### src/rtl/steq_pkg.sv
// shared types and constants of the sorted timer event queue
`timescale 1ns / 1ps
package steq_pkg;

  localparam int QUEUE_DEPTH  = 16;
  localparam int TICKS_PER_MS = 1000;
  localparam int TIME_BITS    = 48;
  localparam int MAX_RESULTS  = 16;

  localparam int DELAY_W = 20;
  localparam int TAG_W   = 16;
  localparam int KIND_W  = 2;
  localparam int TICKS_W = $clog2(TICKS_PER_MS + 1);
  localparam int SPAN_W  = DELAY_W + TICKS_W;
  localparam int SUM_W   = ((SPAN_W > TIME_BITS) ? SPAN_W : TIME_BITS) + 1;
  localparam int IDX_W   = (QUEUE_DEPTH > 1) ? $clog2(QUEUE_DEPTH) : 1;
  localparam int CNT_W   = $clog2(QUEUE_DEPTH + 1);
  localparam int POPN_W  = (MAX_RESULTS > 1) ? $clog2(MAX_RESULTS) : 1;

  localparam int IN_DATA_W  = 40;
  localparam int OUT_DATA_W = 16;

  localparam logic [KIND_W-1:0] KIND_ACCEPTED = 2'd0;
  localparam logic [KIND_W-1:0] KIND_REJECTED = 2'd1;
  localparam logic [KIND_W-1:0] KIND_EXPIRED  = 2'd2;

  localparam logic CMD_TICK = 1'b0;
  localparam logic CMD_SET  = 1'b1;

  typedef enum logic [3:0] {
    ST_IDLE,
    ST_SPAN,
    ST_SUM,
    ST_FIND,
    ST_PLACE,
    ST_REJECT,
    ST_ADVANCE,
    ST_CHECK,
    ST_POP
  } state_t;

  typedef struct packed {
    logic load;     // capture the item fields
    logic span;     // delay times ticks per ms
    logic sum;      // add to time and saturate
    logic find;     // compare deadline against every entry
    logic place;    // insert entry, emit accepted
    logic reject;   // emit rejected
    logic advance;  // time plus one, clear pop count
    logic pop;      // emit head, shift queue down
  } dp_cmd_t;

  typedef struct packed {
    logic full;
    logic head_due;
    logic pop_last;
    logic out_free;
  } dp_status_t;

endpackage

### src/rtl/steq_ctrl.sv
// controller state machine of the sorted timer event queue
`timescale 1ns / 1ps
module steq_ctrl (
  input  logic                clk,
  input  logic                rst,
  input  logic                in_valid,
  input  logic                in_set,
  output logic                in_ready,
  input  steq_pkg::dp_status_t status,
  output steq_pkg::dp_cmd_t    cmd
);
  import steq_pkg::*;

  state_t state;
  state_t state_next;

  always_ff @(posedge clk) begin
    if (rst) begin
      state <= ST_IDLE;
    end else begin
      state <= state_next;
    end
  end

  always_comb begin
    state_next = state;
    case (state)
      ST_IDLE: begin
        if (in_valid) begin
          if (in_set == CMD_SET) begin
            state_next = status.full ? ST_REJECT : ST_SPAN;
          end else begin
            state_next = ST_ADVANCE;
          end
        end
      end
      ST_SPAN:    state_next = ST_SUM;
      ST_SUM:     state_next = ST_FIND;
      ST_FIND:    state_next = ST_PLACE;
      ST_PLACE: begin
        if (status.out_free) state_next = ST_IDLE;
      end
      ST_REJECT: begin
        if (status.out_free) state_next = ST_IDLE;
      end
      ST_ADVANCE: state_next = ST_CHECK;
      ST_CHECK:   state_next = status.head_due ? ST_POP : ST_IDLE;
      ST_POP: begin
        if (status.out_free && status.pop_last) state_next = ST_IDLE;
      end
      default:    state_next = ST_IDLE;
    endcase
  end

  always_comb begin
    cmd      = '0;
    in_ready = 1'b0;
    case (state)
      ST_IDLE: begin
        in_ready = 1'b1;
        cmd.load = in_valid;
      end
      ST_SPAN:    cmd.span = 1'b1;
      ST_SUM:     cmd.sum = 1'b1;
      ST_FIND:    cmd.find = 1'b1;
      ST_PLACE:   cmd.place = status.out_free;
      ST_REJECT:  cmd.reject = status.out_free;
      ST_ADVANCE: cmd.advance = 1'b1;
      ST_CHECK:   cmd = '0;
      ST_POP:     cmd.pop = status.out_free;
      default:    cmd = '0;
    endcase
  end

endmodule

### src/rtl/steq_dpath.sv
// datapath: time base, sorted entry array, deadline arithmetic, result register
`timescale 1ns / 1ps
module steq_dpath (
  input  logic                                 clk,
  input  logic                                 rst,
  input  logic [steq_pkg::DELAY_W-1:0]         in_delay,
  input  logic [steq_pkg::TAG_W-1:0]           in_tag,
  input  steq_pkg::dp_cmd_t                    cmd,
  output steq_pkg::dp_status_t                 status,
  output logic                                 out_valid,
  input  logic                                 out_ready,
  output logic [steq_pkg::TAG_W-1:0]           out_tag,
  output logic [steq_pkg::KIND_W-1:0]          out_kind,
  output logic                                 out_last
);
  import steq_pkg::*;

  logic [TIME_BITS-1:0] time_now;
  logic [CNT_W-1:0]     entry_count;
  logic [POPN_W-1:0]    pop_n;

  logic [TIME_BITS-1:0] deadline_store [QUEUE_DEPTH];
  logic [TAG_W-1:0]     tag_store      [QUEUE_DEPTH];

  logic [DELAY_W-1:0]   item_delay;
  logic [TAG_W-1:0]     item_tag;
  logic [SPAN_W-1:0]    span;
  logic [TIME_BITS-1:0] new_dl;
  logic [QUEUE_DEPTH-1:0] lt;
  logic [SUM_W-1:0]     sum;

  assign sum = SUM_W'(time_now) + SUM_W'(span);

  // item capture and deadline arithmetic
  always_ff @(posedge clk) begin
    if (cmd.load) begin
      item_delay <= in_delay;
      item_tag   <= in_tag;
    end
    if (cmd.span) begin
      span <= SPAN_W'(item_delay) * SPAN_W'(TICKS_PER_MS);
    end
    if (cmd.sum) begin
      if (sum[SUM_W-1:TIME_BITS] != '0) begin
        new_dl <= '1;
      end else begin
        new_dl <= sum[TIME_BITS-1:0];
      end
    end
  end

  // per-entry compare flags, monotonic across the sorted array
  always_ff @(posedge clk) begin
    if (cmd.find) begin
      for (int i = 0; i < QUEUE_DEPTH; i++) begin
        lt[i] <= (CNT_W'(i) < entry_count) && (deadline_store[i] < new_dl);
      end
    end
  end

  // entry array: insert by local shift up, pop by shift down
  always_ff @(posedge clk) begin
    for (int i = 0; i < QUEUE_DEPTH; i++) begin
      if (cmd.place && !lt[i]) begin
        if (i == 0 || lt[(i == 0) ? 0 : i - 1]) begin
          deadline_store[i] <= new_dl;
          tag_store[i]      <= item_tag;
        end else begin
          deadline_store[i] <= deadline_store[(i == 0) ? 0 : i - 1];
          tag_store[i]      <= tag_store[(i == 0) ? 0 : i - 1];
        end
      end else if (cmd.pop && i < QUEUE_DEPTH - 1) begin
        deadline_store[i] <= deadline_store[(i < QUEUE_DEPTH - 1) ? i + 1 : i];
        tag_store[i]      <= tag_store[(i < QUEUE_DEPTH - 1) ? i + 1 : i];
      end
    end
  end

  // control registers
  always_ff @(posedge clk) begin
    if (rst) begin
      time_now    <= '0;
      entry_count <= '0;
      pop_n       <= '0;
    end else begin
      if (cmd.advance) begin
        time_now <= time_now + TIME_BITS'(1);
        pop_n    <= '0;
      end
      if (cmd.place) begin
        entry_count <= entry_count + CNT_W'(1);
      end else if (cmd.pop) begin
        entry_count <= entry_count - CNT_W'(1);
        pop_n       <= pop_n + POPN_W'(1);
      end
    end
  end

  // status toward the controller
  logic next_due;
  assign next_due = (entry_count > CNT_W'(1))
                 && (deadline_store[(QUEUE_DEPTH > 1) ? 1 : 0] <= time_now)
                 && (pop_n != POPN_W'(MAX_RESULTS - 1));

  assign status.full     = (entry_count == CNT_W'(QUEUE_DEPTH));
  assign status.head_due = (entry_count != '0) && (deadline_store[0] <= time_now);
  assign status.pop_last = !next_due;
  assign status.out_free = !out_valid || out_ready;

  // result register
  always_ff @(posedge clk) begin
    if (rst) begin
      out_valid <= 1'b0;
    end else if (cmd.place || cmd.reject || cmd.pop) begin
      out_valid <= 1'b1;
    end else if (out_ready) begin
      out_valid <= 1'b0;
    end
  end

  always_ff @(posedge clk) begin
    if (cmd.place) begin
      out_kind <= KIND_ACCEPTED;
      out_tag  <= item_tag;
      out_last <= 1'b1;
    end else if (cmd.reject) begin
      out_kind <= KIND_REJECTED;
      out_tag  <= item_tag;
      out_last <= 1'b1;
    end else if (cmd.pop) begin
      out_kind <= KIND_EXPIRED;
      out_tag  <= tag_store[0];
      out_last <= !next_due;
    end
  end

endmodule

### src/rtl/sorted_timer_event_queue.sv
// top level of the sorted timer event queue
`timescale 1ns / 1ps
// sorted timer event queue: many one-shot timers share one time base. a set
// item (tuser = 1) turns delay_ms into the deadline time_now + delay_ms * ticks
// per ms, saturated to the largest time value, and inserts it with its tag into
// a 16-entry array kept sorted by deadline, newest first among equal deadlines;
// it answers with one item, kind accepted (0) or rejected when full (1), tlast
// set. a tick item (tuser = 0) advances time by one and then emits every entry
// now due, head first, kind expired (2), tlast on the final one; a tick with
// nothing due gives no item. a set steps through capture, multiply, add and
// saturate, compare against all entries and shift-insert; a rejected set through
// capture and reject, a tick through advance, check and one pop per expired item.
// one item is worked on at a time through the controller state machine; the
// result register lets the next item be taken while the last result still
// waits, and stalls on m_tready only hold the state that wants to emit.
module sorted_timer_event_queue (
  input  logic                                clk,
  input  logic                                rst,
  // input item
  input  logic                                s_tvalid,
  output logic                                s_tready,
  input  logic [steq_pkg::IN_DATA_W-1:0]      s_tdata,   // delay_ms[19:0], tag[35:20], zero pad
  input  logic                                s_tuser,   // command
  // result item
  output logic                                m_tvalid,
  input  logic                                m_tready,
  output logic [steq_pkg::OUT_DATA_W-1:0]     m_tdata,   // tag[15:0] of the set or expired entry
  output logic [steq_pkg::KIND_W-1:0]         m_tuser,   // kind
  output logic                                m_tlast    // last
);
  import steq_pkg::*;

  dp_cmd_t    cmd;
  dp_status_t status;

  // controller sequences capture, arithmetic, insert and the pop loop
  steq_ctrl u_ctrl (
    .clk      (clk),
    .rst      (rst),
    .in_valid (s_tvalid),
    .in_set   (s_tuser),
    .in_ready (s_tready),
    .status   (status),
    .cmd      (cmd)
  );

  // datapath owns time, entries and the result register
  steq_dpath u_dpath (
    .clk       (clk),
    .rst       (rst),
    .in_delay  (s_tdata[DELAY_W-1:0]),
    .in_tag    (s_tdata[DELAY_W+TAG_W-1:DELAY_W]),
    .cmd       (cmd),
    .status    (status),
    .out_valid (m_tvalid),
    .out_ready (m_tready),
    .out_tag   (m_tdata),
    .out_kind  (m_tuser),
    .out_last  (m_tlast)
  );

endmodule
### config.mk
export PLATFORM = sky130hd
export DESIGN_NAME = sorted_timer_event_queue
export DESIGN_NICKNAME = d
export VERILOG_FILES = /design/src/rtl/steq_pkg.sv /design/src/rtl/steq_ctrl.sv /design/src/rtl/steq_dpath.sv /design/src/rtl/sorted_timer_event_queue.sv
export SDC_FILE = /design/constraint.sdc
export NUM_CORES = 2
export LEC_CHECK = 0
export BUFFER_PORTS_ARGS = -buffer_cell sky130_fd_sc_hd__buf_2
export CORE_ASPECT_RATIO = 1.5
export CORE_MARGIN = 4
export CORE_UTILIZATION = 25
export DETAILED_ROUTE_END_ITERATION = 12
export PLACE_DENSITY_LB_ADDON = 0.08
export SYNTH_ARGS = -nofsm -noshare
export SYNTH_HDL_FRONTEND = slang
export SYNTH_SLANG_ARGS = --single-unit
### constraint.sdc
create_clock -name clk -period 8.3 [get_ports clk]
set_input_delay 1.66 -clock clk [delete_from_list [all_inputs] [get_ports clk]]
set_output_delay 1.66 -clock clk [all_outputs]
set_load 0.01 [all_outputs]
== Yosys cells after proc, flatten, opt, wreduce, memory -nomap -nowiden ==
Memories as Yosys holds them, arrays and structs flattened.
Index checks and enable logic that the tools add are counted.

* Shifts and indexed selects: 0
* Muxes and demuxes: 211
* Bitwise gates (word level): 60
* Order comparisons: 35
* Add/sub/neg operators: 5
* Equality and inequality tests: 13
* Divide/modulo/power cells: 0
* Reduce and logical (&&, ||, !) cells: 66
* $mul: 1

{| class="wikitable"
|+ Operators by type and width
! cell !! count
|-
| $mux 48 || 30
|-
| $lt 48x48->1 || 16
|-
| $mux 16 || 33
|-
| $mux 1 || 136
|-
| $le 48x48->1 || 2
|-
| $or 1x1->1 || 60
|-
| $add 48x30->49 || 1
|-
| $add 48x1->48 const B || 1
|-
| $lt 4x5->1 const A || 8
|-
| $logic_and 1x1->1 || 36
|-
| $mux 4 || 8
|-
| $pmux 4 s8 || 1
|-
| $mul 20x7->27 const B || 1
|-
| $lt 3x5->1 const A || 4
|-
| $logic_not 1->1 || 18
|-
| $eq 4x3->1 const B || 4
|-
| $lt 1x5->1 const A || 2
|-
| $lt 2x5->1 const A || 2
|-
| $mux 5 || 2
|-
| $eq 4x2->1 const B || 2
|-
| $reduce_bool 2->1 || 3
|-
| $add 5x1->5 const B || 1
|-
| $eq 5x5->1 const B || 1
|-
| $gt 5x1->1 const B || 1
|-
| 14 further kinds || 18
|}

* Memories: 2
* Output and inout bits: 21
* Bits in read-only memories: 0
* Input bits: 45
* Logic and storage cells: 407
* RAM bits: 1024
* Register bits after elaboration: 208
* Latch bits: 0

{| class="wikitable"
|+ Memory list
! name !! words !! bits a word !! read ports !! clocked after memory_dff !! write ports !! line !! source
|-
| u_dpath.deadline_store || 16 || 48 || 16 || 0 || 16 || steq_dpath.sv:22 || <nowiki>logic [TIME_BITS-1:0] deadline_store [QUEUE_DEPTH];</nowiki>
|-
| u_dpath.tag_store || 16 || 16 || 16 || 0 || 16 || steq_dpath.sv:23 || <nowiki>logic [TAG_W-1:0] tag_store [QUEUE_DEPTH];</nowiki>
|}

== Logic depth before layout (Yosys ltp) ==
* Depth in word-level cells: 8
* Mapped depth: 19
* Mapped depth without buffers: 18

== Modules after synthesis ==
A second synthesis with hierarchy kept.

* Cell total of the unflattened synthesis: 7225
* Area total of the unflattened synthesis: 79163.4 µm²

{| class="wikitable"
|+ By module, submodules not included
! module !! area an instance (µm²) !! seq. area each (µm²) !! cells an instance !! instances
|-
| steq_dpath || 78814.3 || 36264.8 || 7183 || 1
|-
| steq_ctrl || 349.1 || 80.1 || 42 || 1
|}

== Least setup slack after synthesis ==
OpenSTA, ideal clock, no wires.

* Kind: in2reg
* From: in m_tready
* To: mem u_dpath.deadline_store[10][0], enable pin
* Path buffers: 1
* Slack: 0.996 ns
* Setup time: 0.574 ns
* Arrival time: 6.729 ns
* Stages on the path: 4
* Data required time: 7.726 ns
* Cell sequence: nand2b_1 nand4_1 clkbuf_1 o21ai_0

{| class="wikitable"
|+ RTL lines
! item !! line !! source
|-
| from (decl) || sorted_timer_event_queue.sv:26 || <nowiki>input logic m_tready,</nowiki>
|-
| to (decl) || steq_dpath.sv:22 ||
|}

== Worst setup path after layout ==
* From: reg u_dpath.item_delay[6]
* To: reg u_dpath.span[29] (data pin)

* Cells in the longest elaborated chain, start to end: 1

{| class="wikitable"
|+ Ends and longest elaborated chain
! item !! line !! source
|-
| from (decl) || steq_dpath.sv:25 || <nowiki>logic [DELAY_W-1:0] item_delay;</nowiki>
|-
| from (signal assigned) || steq_dpath.sv:37 || <nowiki>item_delay <= in_delay;</nowiki>
|-
| $mul 20x7->27 || steq_dpath.sv:41 || <nowiki>span <= SPAN_W'(item_delay) * SPAN_W'(TICKS_PER_MS);</nowiki>
|-
| to (signal assigned) || steq_dpath.sv:41 ||
|-
| to (decl) || steq_dpath.sv:27 || <nowiki>logic [SPAN_W-1:0] span;</nowiki>
|}

Every way passes these cells.
A chain may end at the register's enable or synchronous reset.

==> results.rst <==
.. list-table::
   :header-rows: 1

   * - Metric
     - Value
   * - Outcome
     - finished clean
   * - Detailed-route wire length per cell
     - 26.6 um
   * - Worst Min Path Start
     - u_dpath.out_kind[1]$_SDFFE_PP0P_
   * - Async SR Flop Fraction
     - 0
   * - Number of max-slew violations in the final report
     - 0
   * - Layout Area Growth over Synthesis
     - 13.6%
   * - Global-route wire length before repair
     - 459 mm
   * - Count of different cell masters after synthesis
     - 82
   * - Standard cell core area
     - a little over 0.3 mm^2
   * - Worst-case clock buffer depth
     - 4
   * - Sum of net half-perimeters after detailed placement
     - 229 mm
   * - Maximum frequency from static timing analysis
     - 171 MHz
   * - Remaining global-route overflow
     - 0
   * - Clock Sink Count
     - 1232
   * - CTS tree
     - built
   * - Global-route usage over all layers
     - 0.193
   * - Top_reg_cell synth
     - sky130_fd_sc_hd__edfxtp_1
   * - Transition time of the tightest slew-check pin
     - around 1300 ps
   * - Worst slew slack as a fraction of its limit
     - 0.101
   * - Static leakage power
     - 35.7 nW
   * - Power density over cell area
     - 311 mW/mm^2
   * - Chip width
     - about 470 um
   * - Num rows
     - approximately 250
   * - Final hold slack
     - between 400 and 500 ps
   * - Post-detailed-route count of antenna-violating nets
     - 0
   * - Yosys warnings
     - 0
   * - Root buffer cell
     - sky130_fd_sc_hd__clkbuf_16
   * - Post-placement cell count
     - 11.7k
   * - Skew final
     - 85.2 ps
   * - Count of flip-flops with a built-in enable after synthesis
     - 1167
   * - Kind of end point of the critical path
     - flip-flop
   * - Mean cell area of the mapped netlist
     - 10.1 um^2
   * - Area share of the leading cell type in the synthesized netlist
     - 0.447
   * - Type of origin of the critical path
     - flip-flop
   * - Number of buffers created by CTS
     - about 160
   * - Critical R2R Capture
     - u_dpath.span[29]$_DFFE_PP_
   * - TritonRoute pass-1 iters
     - 6
   * - Synth area leaders
     - sky130_fd_sc_hd__edfxtp_1 45%, sky130_fd_sc_hd__ha_1 15%, sky130_fd_sc_hd__nand2_1 9.8%
   * - Worst reg-to-reg path cell count
     - 16
   * - DRT iter0 DRCs
     - 4467
   * - Post-route fraction of the period consumed by the critical path
     - 0.703
   * - Data arrival at the endpoint of the critical path
     - 6470 ps
   * - Register-to-Register Setup Slack
     - 2470 ps
   * - Most frequently used cell type in the post-synthesis netlist
     - sky130_fd_sc_hd__nand2_1
   * - Post-route DRC
     - 0
   * - Global placer's final weighted congestion
     - 0.827
   * - Via count of the first global-routing pass
     - 62.4k
   * - Fraction of final layout cells sized beyond drive strength 1
     - 0.0713
   * - Overall power
     - 27.8 mW
   * - Number of antenna violations at the first check in global routing
     - 16
   * - Resized cells post-CTS
     - 0
   * - Setup ws final
     - ~2500 ps
   * - CTS H-tree lvls
     - 4
   * - Hold Path Class
     - reg2reg
   * - Total of hold buffers inserted after clock tree synthesis
     - 0
   * - Count of cells along the worst hold path
     - 1
   * - Setup TNS
     - 0 ps
   * - Worst hold path endpoint
     - u_dpath.out_kind[1]$_SDFFE_PP0P_
   * - Max Cap Violations
     - 0
   * - Routed WL
     - between 300 and 400 mm
   * - Count of state elements after synthesis
     - roughly 1.2k
   * - Post-synthesis cell type with the largest combined area
     - sky130_fd_sc_hd__edfxtp_1
   * - Critical Path RT
     - approximately 8900 ps
   * - Endpoints failing setup
     - 0
   * - Initial Util
     - 0.252
   * - Peak supply drop
     - 328 uV
   * - Fin crit period
     - slightly below 6000 ps
   * - Final hold violations
     - 0
   * - Number of ports placed on the die boundary
     - 66
   * - Synth top cells by count
     - 2053 x sky130_fd_sc_hd__nand2_1, 1167 x sky130_fd_sc_hd__edfxtp_1, 941 x sky130_fd_sc_hd__ha_1, 840 x sky130_fd_sc_hd__a22oi_1, 335 x sky130_fd_sc_hd__o21ai_0
   * - Worst slack after detailed placement
     - 2330 ps
   * - Register clock-pin slew on the reported worst setup and hold paths
     - approximately 60 ps
   * - Reg-to-Reg Start
     - u_dpath.item_delay[6]$_DFFE_PP_
   * - Post-CTS Repair Setup Buffers
     - 0
   * - Mapped Cells
     - slightly below 8k
   * - Sequential cell area fraction in the yosys report
     - 0.463
   * - RSZ-0062 raised after global routing
     - no
   * - Chip height
     - approximately 690 um
   * - Cell area after synthesis
     - between 0.07 and 0.08 mm^2
   * - Non-filler cells, final
     - 12.0k
   * - Number of nets in the layout
     - 8788
   * - Worst-skew pair later-pin latency
     - 860 ps
   * - Largest net degree at the start of global routing
     - 199
   * - Vias/cell
     - slightly above 5
   * - Net count of the mapped netlist
     - around 8.8k
   * - Die Outline Area
     - 0.323 mm^2
   * - Via Count
     - 60.7k
   * - Number of I/O port buffers
     - 61
   * - Max FO, Critical Path
     - 5
   * - Startpoint-to-endpoint class of the critical path
     - reg2reg
-- how the worst max path moves through the flow --
| stage | startpoint | to | cells after the start |
|---|---|---|---|
| global route | u_dpath.item_delay[6]$_DFFE_PP_ | u_dpath.span[29]$_DFFE_PP_ | 16 |
| detailed placement | m_tready | u_dpath.tag_store[1][26]$_DFFE_PP_ | 10 |
| finish | u_dpath.item_delay[6]$_DFFE_PP_ | u_dpath.span[29]$_DFFE_PP_ | 16 |
| global placement | m_tready | u_dpath.tag_store[1][26]$_DFFE_PP_ | 10 |
| CTS | u_dpath.item_delay[6]$_DFFE_PP_ | u_dpath.span[29]$_DFFE_PP_ | 16 |
| floorplan | m_tready | u_dpath.deadline_store[10][0]$_DFFE_PP_ | 4 |
-- per-layer routing --
| metal | track usage | vias to the layer above | part of all wire |
|---|---|---|---|
| li1 | - | 28700 | - |
| met1 | 0.214 | 30300 | 0.38 |
| met2 | 0.378 | 1293 | 0.55 |
| met3 | 0.0189 | 413 | 0.032 |
| met4 | 0.0651 | 0 | 0.037 |
| met5 | 0 | - | 0 |
-- cell type report --
class                           count  area (um^2)
Sequential cell                  1232        36300
Tap cell                         4174         5220
Clock inverter                     66          557
Clock buffer                      218         4480
Multi-Input combinational cell   5896        40000
Timing Repair Buffer              223         1650
Fill cell                       32400       223000
Inverter                          214          803
Antenna cell                        7         17.5
-- registers in the layout (all words and copies together) (netlist names), 2 cells and up --
signal	count
u_ctrl.state	4
u_dpath.deadline_store	768
u_dpath.entry_count	5
u_dpath.item_delay	20
u_dpath.item_tag	16
u_dpath.lt	16
u_dpath.new_dl	48
u_dpath.out_kind	2
u_dpath.out_tag	16
u_dpath.pop_n	4
u_dpath.span	27
u_dpath.tag_store	256
u_dpath.time_now	48
-- cells by family after synthesis --
kind of cell | after synthesis | share of synthesized area
xor+xnor | 95 | 0.0106
fa+ha+maj | 1012 | 0.168
buf+inv | 647 | 0.0316
flops | 1232 | 0.463
compound gates | 1908 | 0.164
mux | 94 | 0.0126
simple gates | 2787 | 0.150
-- power by group --
part	switching, mW	leakage, nW	internal, mW	total [mW]
clock	3.03	2.45	4.05	7.08
combinational	6.83	22.1	4.13	11.0
sequential	1.11	11.1	8.60	9.71
-- layout by cell type (no fill, tap or decap), drive strengths merged, types with 8 or more instances in the layout --
cell	count
xnor2	76
nand4	166
ha	941
nor4	23
nor3	78
bufinv	9
mux2i	59
and3	12
dfxtp	65
nor2b	71
inv	215
and4	11
edfxtp	1167
o21a	22
a21o	225
xor2	19
o31ai	11
nand2	2054
a22oi	840
mux2	35
nor2	206
a2111oi	28
a31oi	17
a221oi	9
clkinv	50
o211ai	30
a21oi	295
o21ai	339
a211oi	33
or3	16
and2	8
nand2b	48
nand3	70
buf	223
fa	71
clkbuf	218
-- worst max-delay path, cell delays in order (launching register included) --
cell	delay [ps]
sky130_fd_sc_hd__edfxtp_1	420
sky130_fd_sc_hd__inv_1	280
sky130_fd_sc_hd__fa_1	500
sky130_fd_sc_hd__fa_1	540
sky130_fd_sc_hd__fa_1	440
sky130_fd_sc_hd__fa_1	510
sky130_fd_sc_hd__inv_1	40
sky130_fd_sc_hd__ha_1	350
sky130_fd_sc_hd__o21ai_0	190
sky130_fd_sc_hd__a21oi_1	70
sky130_fd_sc_hd__o41ai_1	490
sky130_fd_sc_hd__o221ai_1	360
sky130_fd_sc_hd__o41ai_1	690
sky130_fd_sc_hd__o21ai_0	250
sky130_fd_sc_hd__o21ai_0	260
sky130_fd_sc_hd__a21oi_1	100
sky130_fd_sc_hd__a31oi_1	140
-- stage by stage --
stage / util / area, um^2
final: 0.286 / 89100
after detailed placement: 0.270 / 84100
after global routing: 0.286 / 89100
after CTS: 0.286 / 89100
after global placement: 0.270 / 84100
after floorplan: - / 78400
Note: power is estimated with default switching activity, not from simulation.
